[config.mk]
export PLATFORM = sky130hd
export DESIGN_NAME = fixed_block_pool_allocator
export DESIGN_NICKNAME = d
export VERILOG_FILES = /design/src/fbpa_pkg.sv /design/src/fbpa_ram.sv /design/src/fbpa_front.sv /design/src/fbpa_cmdq.sv /design/src/fbpa_back.sv /design/src/fixed_block_pool_allocator.sv
export SDC_FILE = /design/constraint.sdc
export NUM_CORES = 2
export LEC_CHECK = 0
export BUFFER_PORTS_ARGS = -buffer_cell sky130_fd_sc_hd__buf_2
export CORE_ASPECT_RATIO = 1.2
export CORE_MARGIN = 4
export CORE_UTILIZATION = 45
export CTS_BUF_LIST = sky130_fd_sc_hd__clkbuf_16
export CTS_CLUSTER_DIAMETER = 80
export CTS_CLUSTER_SIZE = 12
export DETAILED_ROUTE_END_ITERATION = 7
export REMOVE_ABC_BUFFERS = 1
export SETUP_SLACK_MARGIN = 0.02
export SYNTH_ARGS = -nofsm -noshare
export SYNTH_HDL_FRONTEND = slang
export SYNTH_SLANG_ARGS = --single-unit
[constraint.sdc]
create_clock -name clk_i -period 14.9 [get_ports clk_i]
set_input_delay 2.235 -clock clk_i [delete_from_list [all_inputs] [get_ports clk_i]]
set_output_delay 2.235 -clock clk_i [all_outputs]
set_load 0.01 [all_outputs]
[src/fbpa_pkg.sv]
`timescale 1ns / 1ps

package fbpa_pkg;

  localparam int SLOTS_PER_CHUNK = 24;
  localparam int MAX_CHUNKS      = 8;
  localparam int TOTAL_SLOTS     = SLOTS_PER_CHUNK * MAX_CHUNKS;

  localparam int SLOT_W  = $clog2(TOTAL_SLOTS);
  localparam int LINK_W  = $clog2(TOTAL_SLOTS + 1);
  localparam int CHUNK_W = $clog2(MAX_CHUNKS + 1);

  localparam int OFF_W  = 20;
  localparam int BB_W   = 13;
  localparam int MODE_W = 2;
  localparam int STAT_W = 2;

  localparam int MIN_BLOCK  = 8;
  localparam int CMDQ_DEPTH = 2;

  localparam logic [LINK_W-1:0] LINK_END = LINK_W'(TOTAL_SLOTS);

  localparam logic [MODE_W-1:0] MODE_ALLOC  = 2'd0;
  localparam logic [MODE_W-1:0] MODE_FREE   = 2'd1;
  localparam logic [MODE_W-1:0] MODE_RELINK = 2'd2;
  localparam logic [MODE_W-1:0] MODE_UNUSED = 2'd3;

  localparam logic [STAT_W-1:0] ST_OK        = 2'd0;
  localparam logic [STAT_W-1:0] ST_EXHAUSTED = 2'd1;
  localparam logic [STAT_W-1:0] ST_INVALID   = 2'd2;

  typedef enum logic [1:0] {
    OP_ALLOC,
    OP_FREE,
    OP_RELINK,
    OP_NOP
  } op_e;

  // ok: free offset is aligned and inside the whole pool, slot is its index
  typedef struct packed {
    op_e               op;
    logic              ok;
    logic [SLOT_W-1:0] slot;
  } cmd_t;

  function automatic logic [BB_W-1:0] eff_block(input logic [BB_W-1:0] bb);
    return (bb < BB_W'(MIN_BLOCK)) ? BB_W'(MIN_BLOCK) : bb;
  endfunction

  function automatic logic [LINK_W-1:0] chunk_base(input logic [CHUNK_W-1:0] n);
    return LINK_W'(LINK_W'(n) * LINK_W'(SLOTS_PER_CHUNK));
  endfunction

endpackage

[src/fbpa_ram.sv]
`timescale 1ns / 1ps

module fbpa_ram #(
  parameter int WIDTH = 8,
  parameter int DEPTH = 16
) (
  input  logic                     clk_i,
  input  logic                     we_i,
  input  logic [$clog2(DEPTH)-1:0] waddr_i,
  input  logic [WIDTH-1:0]         wdata_i,
  input  logic [$clog2(DEPTH)-1:0] raddr_i,
  output logic [WIDTH-1:0]         rdata_o
);

  logic [WIDTH-1:0] mem_q [DEPTH];
  logic [WIDTH-1:0] rdata_q;

  always_ff @(posedge clk_i) begin
    if (we_i) begin
      mem_q[waddr_i] <= wdata_i;
    end
    rdata_q <= mem_q[raddr_i];
  end

  assign rdata_o = rdata_q;

endmodule

[src/fbpa_front.sv]
`timescale 1ns / 1ps

module fbpa_front (
  input  logic                             clk_i,
  input  logic                             rst_ni,
  input  logic                             in_valid_i,
  output logic                             in_ready_o,
  input  logic [fbpa_pkg::MODE_W-1:0]      mode_i,
  input  logic [fbpa_pkg::OFF_W-1:0]       byte_offset_i,
  input  logic [fbpa_pkg::BB_W-1:0]        bb_i,
  output logic                             cmd_valid_o,
  input  logic                             cmd_ready_i,
  output fbpa_pkg::cmd_t                   cmd_o
);

  localparam logic [1:0] F_IDLE = 2'd0;
  localparam logic [1:0] F_DIV  = 2'd1;
  localparam logic [1:0] F_PUSH = 2'd2;

  localparam int CNT_W = (fbpa_pkg::SLOT_W > 1) ? $clog2(fbpa_pkg::SLOT_W) : 1;
  localparam int DIV_W = fbpa_pkg::BB_W + fbpa_pkg::SLOT_W;
  localparam int LIM_W = fbpa_pkg::BB_W + fbpa_pkg::LINK_W;
  localparam int CMP_W = (DIV_W > fbpa_pkg::OFF_W) ? DIV_W : fbpa_pkg::OFF_W;

  logic [1:0]                    state_q, state_d;
  logic [CNT_W-1:0]              cnt_q, cnt_d;
  logic [fbpa_pkg::OFF_W-1:0]    rem_q, rem_d;
  logic [DIV_W-1:0]              dvs_q, dvs_d;
  logic [fbpa_pkg::SLOT_W-1:0]   quo_q, quo_d;
  fbpa_pkg::op_e                 op_q, op_d;
  logic                          ok_q, ok_d;

  logic [LIM_W-1:0]              pool_bytes;
  logic                          in_pool;
  logic                          take;
  logic [fbpa_pkg::OFF_W-1:0]    rem_step;

  assign in_ready_o  = (state_q == F_IDLE);
  assign cmd_valid_o = (state_q == F_PUSH);
  assign cmd_o       = '{op: op_q, ok: ok_q, slot: quo_q};

  // the quotient fits in the slot index only below the whole pool size
  assign pool_bytes = LIM_W'(bb_i) * LIM_W'(fbpa_pkg::TOTAL_SLOTS);
  assign in_pool    = LIM_W'(byte_offset_i) < pool_bytes;

  // restoring division, one quotient bit per cycle
  assign take     = CMP_W'(rem_q) >= CMP_W'(dvs_q);
  assign rem_step = take ? fbpa_pkg::OFF_W'(CMP_W'(rem_q) - CMP_W'(dvs_q)) : rem_q;

  always_comb begin
    state_d = state_q;
    cnt_d   = cnt_q;
    rem_d   = rem_q;
    dvs_d   = dvs_q;
    quo_d   = quo_q;
    op_d    = op_q;
    ok_d    = ok_q;
    unique case (state_q)
      F_IDLE: begin
        if (in_valid_i) begin
          ok_d    = 1'b0;
          quo_d   = '0;
          state_d = F_PUSH;
          unique case (mode_i)
            fbpa_pkg::MODE_ALLOC:  op_d = fbpa_pkg::OP_ALLOC;
            fbpa_pkg::MODE_FREE: begin
              op_d = fbpa_pkg::OP_FREE;
              if (in_pool) begin
                rem_d   = byte_offset_i;
                dvs_d   = DIV_W'(bb_i) << (fbpa_pkg::SLOT_W - 1);
                cnt_d   = CNT_W'(fbpa_pkg::SLOT_W - 1);
                state_d = F_DIV;
              end
            end
            fbpa_pkg::MODE_RELINK: op_d = fbpa_pkg::OP_RELINK;
            default:               op_d = fbpa_pkg::OP_NOP;
          endcase
        end
      end
      F_DIV: begin
        rem_d = rem_step;
        dvs_d = dvs_q >> 1;
        quo_d = fbpa_pkg::SLOT_W'({quo_q, take});
        cnt_d = cnt_q - 1'b1;
        if (cnt_q == '0) begin
          ok_d    = (rem_step == '0);
          state_d = F_PUSH;
        end
      end
      F_PUSH: begin
        if (cmd_ready_i) begin
          state_d = F_IDLE;
        end
      end
      default: state_d = F_IDLE;
    endcase
  end

  always_ff @(posedge clk_i or negedge rst_ni) begin
    if (!rst_ni) begin
      state_q <= F_IDLE;
      cnt_q   <= '0;
    end else begin
      state_q <= state_d;
      cnt_q   <= cnt_d;
    end
  end

  always_ff @(posedge clk_i) begin
    rem_q <= rem_d;
    dvs_q <= dvs_d;
    quo_q <= quo_d;
    op_q  <= op_d;
    ok_q  <= ok_d;
  end

endmodule

[src/fbpa_cmdq.sv]
`timescale 1ns / 1ps

module fbpa_cmdq (
  input  logic           clk_i,
  input  logic           rst_ni,
  input  logic           push_valid_i,
  output logic           push_ready_o,
  input  fbpa_pkg::cmd_t push_data_i,
  output logic           pop_valid_o,
  input  logic           pop_ready_i,
  output fbpa_pkg::cmd_t pop_data_o
);

  localparam int PTR_W = (fbpa_pkg::CMDQ_DEPTH > 1) ? $clog2(fbpa_pkg::CMDQ_DEPTH) : 1;
  localparam int CNT_W = $clog2(fbpa_pkg::CMDQ_DEPTH + 1);

  fbpa_pkg::cmd_t   mem_q [fbpa_pkg::CMDQ_DEPTH];
  logic [PTR_W-1:0] wr_ptr_q, wr_ptr_d;
  logic [PTR_W-1:0] rd_ptr_q, rd_ptr_d;
  logic [CNT_W-1:0] count_q, count_d;
  logic             push, pop;

  assign push_ready_o = (count_q != CNT_W'(fbpa_pkg::CMDQ_DEPTH));
  assign pop_valid_o  = (count_q != '0);
  assign pop_data_o   = mem_q[rd_ptr_q];
  assign push         = push_valid_i && push_ready_o;
  assign pop          = pop_valid_o && pop_ready_i;

  always_comb begin
    wr_ptr_d = wr_ptr_q;
    rd_ptr_d = rd_ptr_q;
    if (push) begin
      wr_ptr_d = (wr_ptr_q == PTR_W'(fbpa_pkg::CMDQ_DEPTH - 1)) ? '0 : wr_ptr_q + 1'b1;
    end
    if (pop) begin
      rd_ptr_d = (rd_ptr_q == PTR_W'(fbpa_pkg::CMDQ_DEPTH - 1)) ? '0 : rd_ptr_q + 1'b1;
    end
    case ({push, pop})
      2'b10:   count_d = count_q + 1'b1;
      2'b01:   count_d = count_q - 1'b1;
      default: count_d = count_q;
    endcase
  end

  always_ff @(posedge clk_i or negedge rst_ni) begin
    if (!rst_ni) begin
      wr_ptr_q <= '0;
      rd_ptr_q <= '0;
      count_q  <= '0;
    end else begin
      wr_ptr_q <= wr_ptr_d;
      rd_ptr_q <= rd_ptr_d;
      count_q  <= count_d;
    end
  end

  always_ff @(posedge clk_i) begin
    if (push) begin
      mem_q[wr_ptr_q] <= push_data_i;
    end
  end

endmodule

[src/fbpa_back.sv]
`timescale 1ns / 1ps

module fbpa_back (
  input  logic                        clk_i,
  input  logic                        rst_ni,
  input  logic                        cmd_valid_i,
  output logic                        cmd_ready_o,
  input  fbpa_pkg::cmd_t              cmd_i,
  input  logic [fbpa_pkg::BB_W-1:0]   bb_i,
  output logic                        out_valid_o,
  input  logic                        out_ready_i,
  output logic [fbpa_pkg::OFF_W-1:0]  granted_offset_o,
  output logic [fbpa_pkg::STAT_W-1:0] status_o
);

  localparam logic B_IDLE = 1'b0;
  localparam logic B_READ = 1'b1;

  localparam int PROD_W = fbpa_pkg::SLOT_W + fbpa_pkg::BB_W;

  logic                            state_q, state_d;
  logic [fbpa_pkg::SLOT_W-1:0]     head_q, head_d;
  logic                            empty_q, empty_d;
  logic [fbpa_pkg::CHUNK_W-1:0]    active_q, active_d;
  // a link entry without its valid bit reads as part of the ascending chain
  logic [fbpa_pkg::TOTAL_SLOTS-1:0] vld_q, vld_d;

  logic                            out_valid_q, out_valid_d;
  logic [fbpa_pkg::OFF_W-1:0]      out_off_q, out_off_d;
  logic [fbpa_pkg::STAT_W-1:0]     out_stat_q, out_stat_d;

  logic                            ram_we;
  logic [fbpa_pkg::SLOT_W-1:0]     ram_raddr;
  logic [fbpa_pkg::LINK_W-1:0]     ram_wdata, ram_rdata;

  logic [fbpa_pkg::LINK_W-1:0]     limit;
  logic [fbpa_pkg::LINK_W-1:0]     succ;
  logic [fbpa_pkg::LINK_W-1:0]     link;
  logic [PROD_W-1:0]               grant;
  logic                            grow, out_free, pop;

  assign limit    = fbpa_pkg::chunk_base(active_q);
  assign grow     = empty_q && (active_q < fbpa_pkg::CHUNK_W'(fbpa_pkg::MAX_CHUNKS));
  assign out_free = !out_valid_q || out_ready_i;

  assign cmd_ready_o = (state_q == B_IDLE) && out_free;
  assign pop         = cmd_valid_i && cmd_ready_o;

  // new chunk's first slot, or the current head
  assign ram_raddr = grow ? fbpa_pkg::SLOT_W'(limit) : head_q;
  assign ram_we    = pop && (cmd_i.op == fbpa_pkg::OP_FREE) && cmd_i.ok &&
                     (fbpa_pkg::LINK_W'(cmd_i.slot) < limit);
  assign ram_wdata = empty_q ? fbpa_pkg::LINK_END : fbpa_pkg::LINK_W'(head_q);

  assign succ  = fbpa_pkg::LINK_W'(head_q) + 1'b1;
  assign link  = vld_q[head_q] ? ram_rdata :
                 ((succ < limit) ? succ : fbpa_pkg::LINK_END);
  assign grant = PROD_W'(head_q) * PROD_W'(bb_i);

  fbpa_ram #(
    .WIDTH (fbpa_pkg::LINK_W),
    .DEPTH (fbpa_pkg::TOTAL_SLOTS)
  ) u_link_ram (
    .clk_i   (clk_i),
    .we_i    (ram_we),
    .waddr_i (cmd_i.slot),
    .wdata_i (ram_wdata),
    .raddr_i (ram_raddr),
    .rdata_o (ram_rdata)
  );

  always_comb begin
    state_d     = state_q;
    head_d      = head_q;
    empty_d     = empty_q;
    active_d    = active_q;
    vld_d       = vld_q;
    out_valid_d = out_valid_q && !out_ready_i;
    out_off_d   = out_off_q;
    out_stat_d  = out_stat_q;
    unique case (state_q)
      B_IDLE: begin
        if (pop) begin
          out_off_d  = '0;
          out_stat_d = fbpa_pkg::ST_OK;
          unique case (cmd_i.op)
            fbpa_pkg::OP_ALLOC: begin
              if (empty_q && !grow) begin
                out_valid_d = 1'b1;
                out_stat_d  = fbpa_pkg::ST_EXHAUSTED;
              end else begin
                if (grow) begin
                  head_d   = fbpa_pkg::SLOT_W'(limit);
                  empty_d  = 1'b0;
                  active_d = active_q + 1'b1;
                  for (int i = 0; i < fbpa_pkg::TOTAL_SLOTS; i++) begin
                    if (fbpa_pkg::LINK_W'(i) >= limit) begin
                      vld_d[i] = 1'b0;
                    end
                  end
                end
                state_d = B_READ;
              end
            end
            fbpa_pkg::OP_FREE: begin
              out_valid_d = 1'b1;
              if (ram_we) begin
                vld_d[cmd_i.slot] = 1'b1;
                head_d            = cmd_i.slot;
                empty_d           = 1'b0;
              end else begin
                out_stat_d = fbpa_pkg::ST_INVALID;
              end
            end
            fbpa_pkg::OP_RELINK: begin
              out_valid_d = 1'b1;
              vld_d       = '0;
              head_d      = '0;
              empty_d     = 1'b0;
            end
            default: out_valid_d = 1'b1;
          endcase
        end
      end
      B_READ: begin
        out_valid_d = 1'b1;
        out_off_d   = fbpa_pkg::OFF_W'(grant);
        out_stat_d  = fbpa_pkg::ST_OK;
        if (link >= fbpa_pkg::LINK_END) begin
          empty_d = 1'b1;
        end else begin
          head_d = fbpa_pkg::SLOT_W'(link);
        end
        state_d = B_IDLE;
      end
      default: state_d = B_IDLE;
    endcase
  end

  always_ff @(posedge clk_i or negedge rst_ni) begin
    if (!rst_ni) begin
      state_q     <= B_IDLE;
      head_q      <= '0;
      empty_q     <= 1'b0;
      active_q    <= fbpa_pkg::CHUNK_W'(1);
      vld_q       <= '0;
      out_valid_q <= 1'b0;
    end else begin
      state_q     <= state_d;
      head_q      <= head_d;
      empty_q     <= empty_d;
      active_q    <= active_d;
      vld_q       <= vld_d;
      out_valid_q <= out_valid_d;
    end
  end

  always_ff @(posedge clk_i) begin
    out_off_q  <= out_off_d;
    out_stat_q <= out_stat_d;
  end

  assign out_valid_o      = out_valid_q;
  assign granted_offset_o = out_off_q;
  assign status_o         = out_stat_q;

endmodule

[src/fixed_block_pool_allocator.sv]
`timescale 1ns / 1ps

// Free-list allocator for a pool of equal blocks, addressed by byte offset.
// Request channel (in_valid_i/in_ready_o): mode_i 0 alloc, 1 free, 2 relink
// all active slots, 3 no-op; byte_offset_i is used by free only. Each
// request gives exactly one transaction on the result channel
// (out_valid_o/out_ready_i): granted_offset_o and status_o.
// Config channel (cfg_valid_i/cfg_ready_o) writes block_bytes; always ready,
// write it only while no request is in flight.
// The front stage takes a request and, for a free inside the pool, runs a
// division (one quotient bit per cycle) to find the slot; it takes no new
// request until it has pushed its command into the 2-entry command queue.
// That queue feeds the back stage, which owns the link memory: a granted
// alloc goes through B_IDLE and B_READ there (one link-memory read), the
// rest finish in B_IDLE.
// Reset leaves chunk 0 active and chained in ascending order; link entries
// carry valid bits, so no memory clearing pass is needed.
// A stalled receiver holds the result register; the back stage stops, the
// queue fills and in_ready_o drops.

module fixed_block_pool_allocator (
  input  logic                        clk_i,
  input  logic                        rst_ni,
  input  logic                        cfg_valid_i,
  output logic                        cfg_ready_o,
  input  logic [fbpa_pkg::BB_W-1:0]   block_bytes_i,
  input  logic                        in_valid_i,
  output logic                        in_ready_o,
  input  logic [fbpa_pkg::MODE_W-1:0] mode_i,
  input  logic [fbpa_pkg::OFF_W-1:0]  byte_offset_i,
  output logic                        out_valid_o,
  input  logic                        out_ready_i,
  output logic [fbpa_pkg::OFF_W-1:0]  granted_offset_o,
  output logic [fbpa_pkg::STAT_W-1:0] status_o
);

  logic [fbpa_pkg::BB_W-1:0] bb_q;
  logic [fbpa_pkg::BB_W-1:0] bb_eff;

  logic           fq_valid, fq_ready;
  fbpa_pkg::cmd_t fq_cmd;
  logic           qb_valid, qb_ready;
  fbpa_pkg::cmd_t qb_cmd;

  assign cfg_ready_o = 1'b1;
  assign bb_eff      = fbpa_pkg::eff_block(bb_q);

  always_ff @(posedge clk_i or negedge rst_ni) begin
    if (!rst_ni) begin
      bb_q <= fbpa_pkg::BB_W'(fbpa_pkg::MIN_BLOCK);
    end else if (cfg_valid_i) begin
      bb_q <= block_bytes_i;
    end
  end

  fbpa_front u_front (
    .clk_i         (clk_i),
    .rst_ni        (rst_ni),
    .in_valid_i    (in_valid_i),
    .in_ready_o    (in_ready_o),
    .mode_i        (mode_i),
    .byte_offset_i (byte_offset_i),
    .bb_i          (bb_eff),
    .cmd_valid_o   (fq_valid),
    .cmd_ready_i   (fq_ready),
    .cmd_o         (fq_cmd)
  );

  fbpa_cmdq u_cmdq (
    .clk_i        (clk_i),
    .rst_ni       (rst_ni),
    .push_valid_i (fq_valid),
    .push_ready_o (fq_ready),
    .push_data_i  (fq_cmd),
    .pop_valid_o  (qb_valid),
    .pop_ready_i  (qb_ready),
    .pop_data_o   (qb_cmd)
  );

  fbpa_back u_back (
    .clk_i            (clk_i),
    .rst_ni           (rst_ni),
    .cmd_valid_i      (qb_valid),
    .cmd_ready_o      (qb_ready),
    .cmd_i            (qb_cmd),
    .bb_i             (bb_eff),
    .out_valid_o      (out_valid_o),
    .out_ready_i      (out_ready_i),
    .granted_offset_o (granted_offset_o),
    .status_o         (status_o)
  );

endmodule

==> summary.txt <==
Route
  • Detailed Routing Iterations Pass 1: 6
  • # DRC: 0
  • Final antenna-violating net count: 0
  • Avg Vias per Cell: 6.18
  • Iter 0 DRT Violations: between 5000 and 6000
  • Final wirelength: 212000 um
  • Routed len/inst: 28.6 um
  • Vias: 45815

Logic synthesis
  • Synth area leader: edfxtp_1
  • Syn avg cell area: between 15 and 20 um2
  • Multiplexer area fraction after synthesis: 0.103
  • Predominant post-synthesis flop cell: edfxtp_1
  • Adder-cell share of the synthesized area: 0.0337
  • Largest family of logic cells by synthesized area: multiplexers
  • Synth Area in Simple Gates: 0.0532
  • Synth Area in XOR/XNOR: 0.00627
  • Top cells by area, synth: edfxtp_1, mux4_2, dfrtp_1
  • Syn. warnings: 0
  • Compound-cell area share of the yosys netlist: 0.0903
  • Yosys reg bits: 1868
  • Mapped Cells: 5058
  • Post-synth top area share: 0.615
  • Seq/Total Area, Yosys: 0.689
  • Post-Syn Area: 79600 um2
  • Ys async rst share: 0.123
  • Unique cell type count in the Yosys netlist: 77
  • Post-synth EDFFs: 1631

Power and ir drop
  • Clk pwr share: 0.236
  • P per Cell Area: 195 nW/um2
  • Power Total: 0.0170 W
  • LEAKAGE: 29.7 nW
  • Seq pwr share: 0.387
  • Internal: between 0.01 and 0.015 W
  • P_sw: 0.00637 W
  • Sw frac: 0.374
  • Comb power frac: 0.377
  • Worst vdd ir: 0.152 mV

Timing
  • Setup TNS: 0 ns
  • Setup-failing EPs final: 0
  • Fin crit period: 6.64 ns
  • Hold Vio Cnt, Final: 0
  • Worst Tran Pin Value: 1.36 ns
  • RSZ-0062 raised after global routing: false
  • Final Slew Violations: 0
  • Period utilization: 0.446
  • Max Clk Rate: 151 MHz
  • Slew HR: 0.0927
  • Setup Skew: about 0.037 ns

Setup path
  • Worst r2r path cells: 19
  • Setup CP Type: register to register
  • Arr. time, crit path: 7.06 ns
  • CP Launch Type: register
  • Req. time, crit path: 15.32 ns
  • Critical Path End Type: register
  • Worst Path Max Fanout: 42
  • R2r startpoint: bb_q[6]
  • R2R setup slack: 8.26 ns
  • Critical R2R Capture: u_front.dvs_q[1]

Hold path
  • Hold WC Path Type: register to register
  • Cell depth of the worst min-delay path: 0
  • Hold Path Origin: u_front.quo_q[4]
  • Hold Path Sink: u_cmdq.mem_q[1][4]

Floorplan
  • IO Count: 65
  • Initial core utilization: 0.454
  • Chip width: roughly 390 um
  • Core Region: 175000 um2
  • Die footprint: roughly 180000 um2
  • Die H: approximately 470 um
  • Num rows: 168

Layout
  • Commonest cells after routing, fill and taps aside: edfxtp_1, nor2_1, mux4_2
  • Post-layout util: 0.497
  • Final nets: 5252
  • Layout Cells excl Fill: 7416
  • Commonest non-fill, non-tap cell in the layout: edfxtp_1
  • Area Overhead vs Synth: 9.42%
  • Layout cells sized above 1: 0.145

CTS
  • Clock transition at the registers of the reported paths: roughly 0.06 ns
  • CTS tree: done
  • Clock tree buffer depth: 3
  • CTS Hold Bufs: 0
  • Root Driver: clkbuf_16
  • # resized after CTS: 0
  • Clock Sink Count: approximately 1900
  • Worst-Skew Late Latency: around 0.83 ns
  • Setup bufs post-CTS: 0
  • H-tree depth: 4
  • Num CTS Buffers: 177

GRT
  • Grt total ovfl: 0
  • Vias in the first global route: 46125
  • First-pass GRT wire length: 314000 um
  • Antenna violations before repair: 9
  • Maximum number of pins on one net before global-route repair: 187
  • GRT Total Usage: 0.230

Placed design
  • Hpwl dp: between 100000 and 150000 um
  • I/O Buffers: 63
  • Placed cells: between 7000 and 8000
  • Placer Congestion: 0.935

Outcome
  • Status: finished clean

Job
  • Max Cap Violations: 0
==> logic make-up after synthesis <==
group,count (synthesis)
buffers and inverters,487
xor gates and xnor gates,57
muxes,395
other,1
DFF,1868
AOI/OAI and AO/OA,1109
adders and majority gates,174
and+or+nand+nor,967
==> sequential cells by signal (all words and copies together) (netlist names), 4 cells and up <==
register,cells
u_front.dvs_q,20
u_back.head_q,8
u_front.rem_q,20
u_back.u_link_ram.rdata_o,8
u_cmdq.mem_q,22
u_back.active_q,4
u_back.u_link_ram.mem_q,1536
bb_q,13
u_back.vld_q,192
u_front.quo_q,8
u_back.granted_offset_o,20
==> worst max path at each step <==
| stage | start | end | slack (ns) | cells after the start |
|---|---|---|---|---|
| after global placement | bb_q[5] | u_front.rem_q[2] | 8.39 | 24 |
| after CTS | bb_q[6] | u_front.rem_q[3] | 8.24 | 19 |
| final | bb_q[6] | u_front.dvs_q[1] | 8.26 | 19 |
| after global routing | bb_q[6] | u_front.dvs_q[1] | 7.57 | 24 |
| after detailed placement | bb_q[6] | u_front.rem_q[2] | 8.29 | 19 |
| after floorplan | u_back.active_q[3] | u_back.u_link_ram.rdata_o[0] | 2.42 | 9 |
==> area by class of cell <==
class	instances	area, um2
clock buffer	180	4500
sequential	1868	54900
multi-input combinational	2703	23000
inverter	146	556
antenna	5	12.5
clock inverter	77	355
timing repair buffer	142	968
tap	2295	2870
fill	14604	88200
==> worst max-delay path: stages, from the launching register on <==
cell and delay (ns):
dfrtp_1 0.53, nor4_1 0.32, nand4_1 0.55, and2_0 0.50, ha_1 0.33, a21o_1 0.18, a21oi_1 0.20, o21ai_0 0.10
a21o_1 0.20, a21oi_1 0.19, o21ai_0 0.15, o41ai_1 0.49, xor2_1 0.15, ha_1 0.23, a2111oi_0 0.38, o211ai_1 0.16
o221ai_1 0.19, a21oi_1 0.09, o32ai_1 0.38, o21a_2 0.90
==> cells in the mapped netlist, types with 20 or more instances <==
library cell  number
edfxtp_1        1631
nor2_1           404
mux4_2           336
nand2_1          318
clkbuf_1         274
o21ai_0          268
dfrtp_1          227
o22ai_1          199
o221ai_1         194
inv_1            144
a21oi_1          118
ha_1             106
o21ai_1           87
and2_1            86
fa_1              68
a31oi_1           46
a22o_1            44
mux2i_1           40
xnor2_1           37
buf_2             32
o21a_1            32
a211oi_1          30
and3_1            27
buf_1             24
nor2b_1           23
nand3_1           22
xor2_1            20
==> power groups by stage <==
stage | Sequential (W) | Combinational, W | Clock, W
final | 0.00659 | 0.00641 | 0.00402
after global routing | 0.00660 | 0.00689 | 0.00431
after CTS | 0.00659 | 0.00642 | 0.00409
after detailed placement | 0.00669 | 0.00640 | 0
after global placement | 0.00669 | 0.00634 | 0
after floorplan | 0.00678 | 0.00453 | 0
==> routing by layer <==
layer / GRT usage / wire [um] / share of wire
met1: 0.309 / 84900 / 0.40
met2: 0.382 / 104000 / 0.49
met3: 0.0357 / 13800 / 0.065
met4: 0.0893 / 8560 / 0.040
met5: 0 / 13 / 0.000061
==> metrics by stage <==
stage	setup WS, ns	hold WS, ns	cell area (um2)
final	8.26	0.474	87100
after global routing	7.57	0.487	87100
after CTS	8.24	0.475	87100
after detailed placement	8.29	0.443	82300
after global placement	8.39	0.452	82300
after floorplan	2.42	0.421	78200
No activity file was read; power rests on OpenSTA's default activity.
